### config.mk
export PLATFORM = sky130hd
export DESIGN_NAME = bb3_result_queue
export DESIGN_NICKNAME = d
export VERILOG_FILES = /design/src/hw/rtl/bb3_pkg.sv /design/src/hw/rtl/bb3_result_queue.sv
export SDC_FILE = /design/constraint.sdc
export NUM_CORES = 1
export LEC_CHECK = 0
export BUFFER_PORTS_ARGS = -buffer_cell sky130_fd_sc_hd__buf_2
export CAP_MARGIN = 25
export CORE_UTILIZATION = 61
export DETAILED_ROUTE_END_ITERATION = 8
export PLACE_DENSITY_LB_ADDON = 0.12
export SYNTH_ARGS = -nofsm -noshare
export SYNTH_HDL_FRONTEND = slang
export SYNTH_SLANG_ARGS = --single-unit
### constraint.sdc
create_clock -name clk -period 5.68 [get_ports clk]
set_input_delay 0.284 -clock clk [delete_from_list [all_inputs] [get_ports clk]]
set_output_delay 0.284 -clock clk [all_outputs]
set_load 0.005 [all_outputs]
### src/hw/rtl/bb3_pkg.sv
// ---------------------------------------------------------------------------
// bb3_pkg
// Shared types and constants of the 3x3 binomial blur stream unit.
// ---------------------------------------------------------------------------
`default_nettype none

package bb3_pkg;

    localparam int MAX_WIDTH     = 2048;
    localparam int SAMPLE_BITS   = 16;
    localparam int COL_BITS      = $clog2(MAX_WIDTH);
    localparam int SUM_BITS      = SAMPLE_BITS + 2;
    localparam int ACC_BITS      = SAMPLE_BITS + 5;
    localparam int WIDTH_BITS    = 12;
    localparam int HEIGHT_BITS   = 16;
    localparam int CFG_DATA_BITS = 16;
    localparam int CFG_IDX_BITS  = 2;
    localparam int WIDTH_RESET   = 2048;
    localparam int HEIGHT_RESET  = 1;
    localparam int QUEUE_DEPTH   = 4;
    localparam int QPTR_BITS     = $clog2(QUEUE_DEPTH);
    localparam int QCNT_BITS     = $clog2(QUEUE_DEPTH + 1);

    typedef enum logic [CFG_IDX_BITS-1:0] {
        REG_IMAGE_WIDTH  = 2'd0,
        REG_IMAGE_HEIGHT = 2'd1
    } cfg_reg_t;

    localparam logic ACTION_SAMPLE = 1'b0;
    localparam logic ACTION_DRAIN  = 1'b1;

    typedef struct packed {
        logic signed [SUM_BITS-1:0] older;
        logic signed [SUM_BITS-1:0] newer;
    } line_entry_t;

    typedef struct packed {
        logic signed [SAMPLE_BITS-1:0] value;
        logic                          last_pixel;
        logic                          last_of_step;
    } result_t;

    typedef struct packed {
        logic [1:0] count;
        result_t    first;
        result_t    second;
    } push_t;

    // last column index for a raw width write: zero acts as one, large widths saturate
    function automatic logic [COL_BITS-1:0] width_last(int unsigned raw);
        int unsigned w;
        w = raw;
        if (w == 0)
        begin
            w = 1;
        end
        if (w > MAX_WIDTH)
        begin
            w = MAX_WIDTH;
        end
        return COL_BITS'(w - 1);
    endfunction

endpackage

`default_nettype wire

### src/hw/rtl/bb3_result_queue.sv
// ---------------------------------------------------------------------------
// bb3_result_queue
// Small result queue: takes up to two results per cycle, hands out one while out_ready is high.
// ---------------------------------------------------------------------------
`default_nettype none

module bb3_result_queue
    import bb3_pkg::*;
(
    input  wire logic clk,
    input  wire logic rst_n,
    input  push_t     push,
    output logic      room,
    output logic      out_valid,
    input  wire logic out_ready,
    output result_t   head
);

    result_t              q_reg [QUEUE_DEPTH];
    logic [QPTR_BITS-1:0] wr_ptr_reg;
    logic [QPTR_BITS-1:0] wr_ptr_next;
    logic [QPTR_BITS-1:0] rd_ptr_reg;
    logic [QPTR_BITS-1:0] rd_ptr_next;
    logic [QCNT_BITS-1:0] count_reg;
    logic [QCNT_BITS-1:0] count_next;
    logic                 pop;

    // room for a full two-result item
    assign room      = count_reg <= QCNT_BITS'(QUEUE_DEPTH - 2);
    assign out_valid = count_reg != '0;
    assign head      = q_reg[rd_ptr_reg];
    assign pop       = out_valid && out_ready;

    always_comb
    begin
        wr_ptr_next = wr_ptr_reg + QPTR_BITS'(push.count);
        rd_ptr_next = rd_ptr_reg + QPTR_BITS'(pop);
        count_next  = count_reg + QCNT_BITS'(push.count) - QCNT_BITS'(pop);
    end

    always_ff @(posedge clk or negedge rst_n)
    begin
        if (!rst_n)
        begin
            wr_ptr_reg <= '0;
            rd_ptr_reg <= '0;
            count_reg  <= '0;
        end
        else
        begin
            wr_ptr_reg <= wr_ptr_next;
            rd_ptr_reg <= rd_ptr_next;
            count_reg  <= count_next;
        end
    end

    always_ff @(posedge clk)
    begin
        if (push.count != 2'd0)
        begin
            q_reg[wr_ptr_reg] <= push.first;
        end
        if (push.count == 2'd2)
        begin
            q_reg[wr_ptr_reg + QPTR_BITS'(1)] <= push.second;
        end
    end

endmodule

`default_nettype wire

==> results of run 1 <==
[final cells by class]
type / count / area share [%]
repair buffers: 68 / 8.30
clock buffers: 10 / 2.77
inverters: 3 / 0.245
multi-input cells: 118 / 33.7
clock inverters: 5 / 2.12
well taps: 75 / 2.04
flip-flops and latches: 79 / 50.8
[cell usage in the layout (no fill, tap or decap)]
cell and instances:
xnor2_1 6, a21oi_1 1, ha_1 3, buf_2 60, buf_6 1, nand4b_1 1, or3_1 1, o21ba_2 1
dfrtp_1 7, o21ai_0 1, clkbuf_1 1, o31ai_1 1, nor2_1 1, mux2i_1 2, and4bb_2 1, or2_2 1
bufinv_16 3, nor4bb_4 1, clkbuf_8 9, buf_4 4, o311ai_0 1, nor2b_2 1, inv_1 3, mux2_4 10
mux2_2 62, o31ai_4 1, dlygate4sd3_1 1, nor2_2 1, mux4_2 18, a21o_1 1, fa_1 1, clkinv_1 2
buf_8 2, edfxtp_1 72, nor4b_4 1
[layer usage]
metal	vias up	global-route usage [%]	routed length, um
met1	1062	28.7	3190
met2	65	41.9	3790
met5	-	0	0
met4	0	9.14	121
met3	11	6.15	289
li1	994	-	-
[critical path: stages (launching register included)]
cell	delay [ns]
dfrtp_1	0.53
and4bb_2	0.76
a21o_1	0.68
[through the flow]
| step | power [uW] | hold slack [ns] |
|---|---|---|
| 2_1_floorplan | 1440 | -0.0116 |
| 3_3_place_gp | 1680 | 0.125 |
| 3_5_place_dp | 1720 | 0.132 |
| 4_1_cts | 2200 | 0.258 |
| 5_1_grt | 2290 | 0.276 |
| 6_report | 2180 | 0.274 |
[power groups by stage]
stage	Sequential (uW)	Clock, uW	Combinational (uW)
after floorplan	922	0	520
after global placement	983	0	697
after detailed placement	992	0	730
after CTS	980	480	736
after global routing	993	501	800
final	976	478	730
[cell families after synthesis]
family / after synthesis / share of synthesized area [%]
AOI/OAI and AO/OA: 7 / 1.29
xor gates and xnor gates: 6 / 1.33
adders and majority gates: 4 / 1.45
buffers and inverters: 17 / 2.72
DFF: 79 / 59.0
muxes: 92 / 32.2
and+or+nand+nor: 9 / 2.05
[worst min-delay path by stage]
stage                    from            end  slack (ns)  cells after the start
floorplan               rst_n   count_reg[0]       -0.01                      0
global placement        rst_n   count_reg[0]        0.13                      1
detailed placement      rst_n  wr_ptr_reg[1]        0.13                      1
CTS                 out_ready  rd_ptr_reg[0]        0.26                      3
global route         push[29]   q_reg[1][11]        0.28                      2
finish              out_ready  rd_ptr_reg[0]        0.27                      3
[what timing repair did]
item | CTS | global route
hold buffers | 1 | 0
setup buffers | 0 | 0
hold endpoints to repair | 7 | 0
==> summary.md, run 1 <==
| Metric | Value |
|---|---|
| CTS H-tree depth | 3 |
| Run status | finished, final reports clean |
| Synth warnings | 0 |
| PwrDens | 475 nW/um^2 |
| Die Height | 82.6 um |
| RSZ-0062 raised after global routing | no |
| # placed instances | 341 |
| End point of the critical path | q_reg[2][16] |
| Clock share of power | 21.9% |
| N_diodes | 0 |
| Final layout net count | ~320 |
| Reg clk slew, reported paths | roughly 0.070 ns |
| Yosys reg bits | 79 |
| IO Count | 61 |
| Slew Viols, Final | 0 |
| Logic pwr share | 33.4% |
| Final setup vio count | 0 |
| Commonest cells post-synth | edfxtp_1 (72), mux2_2 (62), mux4_2 (18), mux2_4 (10) |
| Pleak | between 0.0015 and 0.002 uW |
| Largest register FFs | about 70 |
| Mapped Nets | 259 |
| Vias | 2132 |
| Post-synth EDFFs | 72 |
| Row cnt | 28 |
| Clk buf depth | 2 |
| Setup ws final | between 3 and 4 ns |
| 1st-iter DRT viols | roughly 120 |
| Worst path required time | 5.65 ns |
| CP startpoint | wr_ptr_reg[1] |
| Number of vias per cell | 5.96 |
| Drt first pass iters | 4 |
| Footprint of the multi-input gates | ~1600 um^2 |
| Sequential area share after synthesis | about 59% |
| Core area | 6100 um^2 |
| P_int | 1550 uW |
| PostCTS Resize Cnt | 0 |
| Starting Density | 65.0% |
| CP startpoint kind | register |
| Gr usage total | 24.0% |
| Sequential Power Share | around 45% |
| Clock sink count | 79 |
| Post-synth top area share | 54.6% |
| Max-cap viol count | 0 |
| Synth Cell Area | 3960 um^2 |
| Largest net degree at the start of global routing | 21 |
| Fin area | 4600 um^2 |
| Cells taking the most area after synthesis | edfxtp_1 (55%), mux2_2 (18%), mux4_2 (10%) |
| Max FO, Critical Path | 19 |
| Most frequent cell after synthesis | edfxtp_1 |
| Setup_tns | 0 ns |
| CTS tree | yes |
| GPL Wtd Cong | 0.712 |
| Routed wire length | 7.39 mm |
| Antenna-violating nets left | 0 |
| CP endpoint kind | register |
| Dpl ws | approximately 3.3 ns |
| Yosys cell types | 30 |
| Reg area | between 2000 and 2500 um^2 |
| Fin. Hold Viols | 0 |
| Fill count | ~380 |
| Reg2Reg Depth | 2 |
| Worst slew pin tran | 0.904 ns |
| Placed Instance Area | approximately 4400 um^2 |
| Worst-Skew Late Latency | 0.34 ns |
| Clock root buffer | clkbuf_8 |
| Switching part of the total power | 29.0% |
| CTS Buf Count | 9 |
| R2r endpoint | q_reg[2][16] |
| Syn Inst Count | 214 |
| Residual DRC | 0 |
| Global-route wire length before repair | 11.1 mm |
| Share of cells above drive strength 1 | 62.5% |
| CP arrival | 2.33 ns |
| Final worst path period share | 41.6% |
| Critical path type | register to register |
| Max Fclk | 424 MHz |
| Biggest area consumer among synthesized cells | edfxtp_1 |
| Die ar. | between 6000 and 7000 um^2 |
| Post-Layout Cell Count | about 360 |
| Top FF cell, synth | edfxtp_1 |
| PortBufs | 60 |
| Number of global-route vias before repair | between 2000 and 2500 |
| Final Critical Period | 2.36 ns |
| Avg Synthesized Cell Area | about 19 um^2 |
| Relative slew slack | 39.7% |
| Global route overflow | 0 |
| Synthesis-to-layout area growth | 16.1% |
| Final Core Density | 75.5% |
| Worst R2R Start | wr_ptr_reg[1] |
| Die W | 82.6 um |
| Detailed Place HPWL | 4.84 mm |
| Peak VDD IR | 0.000384 V |
| Switching pwr | between 600 and 700 uW |
| Clock skew | roughly 0.007 ns |
| R2R Setup Slk | roughly 3.3 ns |
| Worst Hold Class | primary input to register |
| Ys async rst share | approximately 8.9% |
| Routed len/inst | 20.6 um |
| Initial antenna violation count | 0 |
Power figures use the tool's default switching activity.
==> inputs of run 2 (changes only) <==
--- a/config.mk
+++ b/config.mk
@@ -7,7 +7,7 @@
 export LEC_CHECK = 0
 export BUFFER_PORTS_ARGS = -buffer_cell sky130_fd_sc_hd__buf_2
 export CAP_MARGIN = 25
-export CORE_UTILIZATION = 61
+export CORE_UTILIZATION = 51
 export DETAILED_ROUTE_END_ITERATION = 8
 export PLACE_DENSITY_LB_ADDON = 0.12
 export SYNTH_ARGS = -nofsm -noshare
==> constraint.sdc (replaced) <==
create_clock -name clk -period 2 [get_ports clk]
set_input_delay 0.1 -clock clk [delete_from_list [all_inputs] [get_ports clk]]
set_output_delay 0.1 -clock clk [all_outputs]
set_load 0.005 [all_outputs]
==> run 2 against run 1 <==
Effect of this change: highest routed layer unchanged; first-iteration DRC count grew 8.6%; clock skew shrank 0.00057 ns; final area increased by 1.9%; worst setup slack worse by 3.1 ns; non-clock buffer count rose by 14; register-to-register slack got worse by 3.1 ns; global-route usage fell by 4.4 points; critical path depth grew 4; clock-buffer cell count decreased by 1; final cell count rose by 11%; die area up 19%; flip-flop and latch count unchanged; largest cell class unchanged.
==> summary.md, run 2 (synthesized netlist as in run 1, its figures left out) <==
| Metric | Value |
|---|---|
| Run status | finished, final reports clean |
| CP startpoint kind | register |
| Residual DRC | 0 |
| 1st-iter DRT viols | approximately 130 |
| Synthesis-to-layout area growth | 18.3% |
| Worst path required time | about 2.3 ns |
| Most used cell, CP | xnor2_1 |
| Max stage delay on crit path | 0.44 ns |
| Worst Hold Class | primary input to register |
| Final Critical Period | 1.76 ns |
| Dpl ws | 0.244 ns |
| Clk buf depth | 2 |
| Final worst path period share | a little under 90% |
| Crit-path slowest cell | dfrtp_1 |
| Clock root buffer | clkbuf_8 |
| Max-cap viol count | 0 |
| Peak VDD IR | around 0.00075 V |
| RSZ-0062 raised after global routing | no |
| Worst hold start | out_ready |
| Die ar. | roughly 8000 um^2 |
| Fin. Hold Viols | 0 |
| Global route overflow | 0 |
| Antenna-violating nets left | 0 |
| Worst R2R Start | count_reg[2] |
| Reg2Reg Depth | 6 |
| Crit-path cells | o21ai_0, mux2i_1, ha_1, fa_1, xnor2_1, xnor2_1 |
| Pleak | 0.00174 uW |
| Clock sink count | 79 |
| Die Height | 90.1 um |
| Global-route wire length before repair | 12.0 mm |
| Max FO, Critical Path | 6 |
| Die W | 90.1 um |
| PortBufs | 60 |
| Fill count | 552 |
| Critical path type | register to register |
| CTS tree | yes |
| Drt first pass iters | 5 |
| CP startpoint | count_reg[2] |
| End point of the critical path | count_reg[2] |
| CP arrival | 2.03 ns |
| Placed Instance Area | approximately 4500 um^2 |
| Number of vias per cell | 5.44 |
| Routed wire length | 7.34 mm |
| Post-CTS Setup Bufs | 0 |
| Max Fclk | 569 MHz |
| Clock skew | 0.00648 ns |
| Setup_tns | 0 ns |
| Initial antenna violation count | 0 |
| CTS H-tree depth | 3 |
| Relative slew slack | 64.4% |
| Largest net degree at the start of global routing | 21 |
| Detailed Place HPWL | 4.93 mm |
| Gr usage total | 19.7% |
| Most frequent cells in the layout | edfxtp_1 (72), mux2_2 (62), buf_2 (60), mux4_2 (18), buf_4 (18) |
| IO Count | 61 |
| Reg clk slew, reported paths | 0.08 ns |
| Vias | 2161 |
| PwrDens | ~1300 nW/um^2 |
| Slew Viols, Final | 0 |
| Commonest non-fill, non-tap cell in the layout | edfxtp_1 |
| Setup ws final | 0.243 ns |
| R2r endpoint | count_reg[2] |
| Core area | 7370 um^2 |
| Largest register FFs | about 70 |
| Final setup vio count | 0 |
| Number of global-route vias before repair | 2285 |
| R2R Setup Slk | about 0.24 ns |
| Worst slew pin tran | 0.534 ns |
| Starting Density | 53.8% |
| CTS Buf Count | 9 |
| Share of cells above drive strength 1 | about 65% |
| Routed len/inst | 18.5 um |
| Final layout net count | roughly 340 |
| N_diodes | 0 |
| GPL Wtd Cong | between 0.6 and 0.7 |
| Row cnt | 31 |
| Worst-Skew Late Latency | 0.34 ns |
| Fin area | 4690 um^2 |
| CP endpoint kind | register |
## run 2: metrics by stage
| step | hold WS [ns] | util [%] | instances | power (uW) |
|---|---|---|---|---|
| finish | 0.0482 | 63.6 | 397 | 5990 |
| floorplan | -0.196 | - | 214 | 4100 |
| global placement | -0.0548 | 61.0 | 379 | 5010 |
| detailed placement | -0.0564 | 61.0 | 379 | 5040 |
| global route | 0.0588 | 63.6 | 397 | 6330 |
| CTS | 0.0334 | 63.4 | 396 | 6050 |
## run 2: worst min-delay path by stage
| stage | to | slack (ns) | depth (start not counted) |
|---|---|---|---|
| detailed placement | count_reg[0] | -0.06 | 1 |
| global route | rd_ptr_reg[0] | 0.06 | 3 |
| CTS | rd_ptr_reg[0] | 0.03 | 3 |
| floorplan | count_reg[0] | -0.20 | 0 |
| finish | rd_ptr_reg[0] | 0.05 | 3 |
| global placement | count_reg[0] | -0.05 | 1 |
## run 2: cell type report
type / instances / area (um^2) / share of cell area (%)
Clock inverter: 7 / 40.0 / 0.854
Inverter: 3 / 11.3 / 0.240
Sequential cell: 79 / 2340 / 49.9
Timing Repair Buffer: 82 / 500 / 10.7
Tap cell: 99 / 124 / 2.64
Clock buffer: 9 / 124 / 2.64
Multi-Input combinational cell: 118 / 1550 / 33.1
## run 2: repair_timing
action                                 4_1_cts  5_1_grt
hold buffers                                 1        0
resized for setup                            0        0
endpoints found under the hold margin        7        0
## run 2: report_power, final
part	internal [uW]	total [uW]	switching (uW)	leakage (uW)
registers	2450	2630	173	0.000757
logic	1270	2360	1090	0.000902
clock network	439	1010	570	0.0000862
## run 2: worst max-delay path: cells and delay by family (launching register included)
kind	cells	cell delay (ns)
compound gates	1	0.21
fa+ha+maj	2	0.57
flops	1	0.44
xor+xnor	2	0.36
mux	1	0.11
## run 2: layer usage
layer	vias to the layer above	wire (um)	part of all wire, %	GRT usage, %
met5	-	0	0	0
met4	0	71	0.97	6.99
met3	9	266	3.6	3.64
met2	54	3700	50	31.5
met1	1081	3300	45	27.0
li1	1017	-	-	-
==> inputs of run 3 (changes only) <==
--- a/config.mk
+++ b/config.mk
@@ -5,7 +5,7 @@
 export SDC_FILE = /design/constraint.sdc
 export NUM_CORES = 1
 export LEC_CHECK = 0
-export BUFFER_PORTS_ARGS = -buffer_cell sky130_fd_sc_hd__buf_2
+export BUFFER_PORTS_ARGS = -buffer_cell sky130_fd_sc_hd__buf_4
 export CAP_MARGIN = 25
 export CORE_UTILIZATION = 51
 export DETAILED_ROUTE_END_ITERATION = 8
==> run 3 against run 2 <==
Effect of this change: clock power increased by 27%; final cell count down 0.76%; worst hold slack worse by 0.0065 ns; via count is 0.37% lower; non-clock buffer count down 3; first-iteration DRC count decreased by 5.6%; sequential share of layout area fell by 1.8 points; largest cell class unchanged.
==> summary.md, run 3 (synthesized netlist as in run 1, its figures left out) <==
| Metric | Value |
|---|---|
| Run status | finished, final reports clean |
| Max-cap viol count | 0 |
| Fin. Hold Viols | 0 |
| Final setup vio count | 0 |
| Routed wire length | 7.53 mm |
| CTS H-tree depth | 3 |
| Gr usage total | 20.5% |
| CP startpoint kind | register |
| Final layout net count | 335 |
| CP endpoint kind | register |
| Detailed Place HPWL | 4.89 mm |
| Antenna-violating nets left | 0 |
| Worst path required time | between 2 and 2.5 ns |
| Die W | 90.1 um |
| Starting Density | between 50% and 60% |
| Global route overflow | 0 |
| Core area | 7370 um^2 |
| Number of vias per cell | roughly 5.5 |
| CP arrival | 1.84 ns |
| Vias | 2153 |
| Row cnt | 31 |
| Number of global-route vias before repair | 2282 |
| Critical path type | register to register |
| Total power | 6450 uW |
| Slew Viols, Final | 0 |
| Max FO, Critical Path | 12 |
| Residual DRC | 0 |
| Fill count | between 500 and 600 |
| PostCTS Resize Cnt | 0 |
| PortBufs | 60 |
| Routed len/inst | 19.1 um |
| Share of cells above drive strength 1 | between 60 and 70% |
| Final Core Density | 66.0% |
| Commonest non-fill, non-tap cell in the layout | buf_4 |
| Clock skew | roughly 0.0057 ns |
| Worst Hold Class | primary input to register |
| Relative slew slack | 56.8% |
| Final worst path period share | 90.0% |
| Most frequent cells in the layout | buf_4 (74), edfxtp_1 (72), mux2_2 (62), mux4_2 (18), mux2_4 (10) |
| CTS tree | yes |
| Hold WS | 0.0417 ns |
| Pleak | between 0.0015 and 0.002 uW |
| Die ar. | 8120 um^2 |
| Die Height | 90.1 um |
| Clock sink count | 79 |
| Drt first pass iters | 4 |
| Reg clk slew, reported paths | 0.08 ns |
| Peak VDD IR | ~0.0009 V |
| Largest net degree at the start of global routing | 21 |
| Global-route wire length before repair | 12.5 mm |
| Initial antenna violation count | 0 |
| Worst slew pin tran | 0.648 ns |
| IO Count | 61 |
| Max Fclk | 555 MHz |
| Setup_tns | 0 ns |
| RSZ-0062 raised after global routing | no |
| Clock root buffer | clkbuf_8 |
| N_diodes | 0 |
| Synthesis-to-layout area growth | 22.8% |
| Worst-Skew Late Latency | 0.34 ns |
| Clk buf depth | 2 |
| PwrDens | 1330 nW/um^2 |
| 1st-iter DRT viols | 119 |
| CTS Buf Count | 9 |
| Final Critical Period | 1.80 ns |
| Largest register FFs | 72 |
| GPL Wtd Cong | between 0.7 and 0.8 |
-- run 3: cell count changes in the layout (fill, tap and decap cells not counted), sizes merged --
cell,change
buf,-3
bufinv,+2
inv,+1
clkinv,-4
clkbuf,+1
-- run 3: layer usage --
layer / vias up / part of all wire [%] / global-route usage [%]
met4: 0 / 0.90 / 4.84
met1: 1076 / 46 / 28.4
met5: - / 0 / 0
met2: 59 / 49 / 33.1
met3: 6 / 3.9 / 4.91
li1: 1012 / - / -
-- run 3: power breakdown --
| group | internal [uW] | switching (uW) |
|---|---|---|
| Sequential | 2450 | 167 |
| Combinational | 1430 | 1120 |
| Clock | 700 | 579 |
-- run 3: final cells by class --
cell class,count,area [um^2],share of cell area (%)
clock inverters,6,83.8,1.72
flip-flops and latches,79,2340,48.0
inverters,3,11.3,0.231
clock buffers,10,128,2.62
repair buffers,79,632,13.0
multi-input cells,118,1550,31.9
well taps,99,124,2.55
-- run 3: metrics by stage --
step	instance area (um^2)	instances	setup slack, ns
CTS	4850	393	0.190
global route	4870	394	0.150
global placement	4620	375	0.210
detailed placement	4630	376	0.211
finish	4870	394	0.199
floorplan	3970	214	0.0971
-- run 3: final timing paths --
check / start / to / slack (ns) / depth (start not counted)
max in group asynchronous: rst_n / wr_ptr_reg[1] / 1.78 / 2
hold / removal: out_ready / rd_ptr_reg[0] / 0.04 / 3
setup reg to reg: wr_ptr_reg[1] / q_reg[2][5] / 0.20 / 5
min in group asynchronous: rst_n / count_reg[2] / 0.10 / 2
hold reg to reg: count_reg[2] / count_reg[2] / 0.58 / 1
setup / recovery: wr_ptr_reg[1] / q_reg[2][5] / 0.20 / 5
-- run 3: what timing repair did --
| action | CTS | global route |
|---|---|---|
| buffers inserted | 0 | 0 |
| hold endpoints to repair | 7 | 0 |
| hold buffers | 1 | 0 |
-- run 3: critical path, cell delays in order, from the launching register on --
cell and delay [ns]:
dfrtp_1 0.41, buf_4 0.18, and4bb_2 0.30, buf_4 0.24
a21o_1 0.13, buf_4 0.23
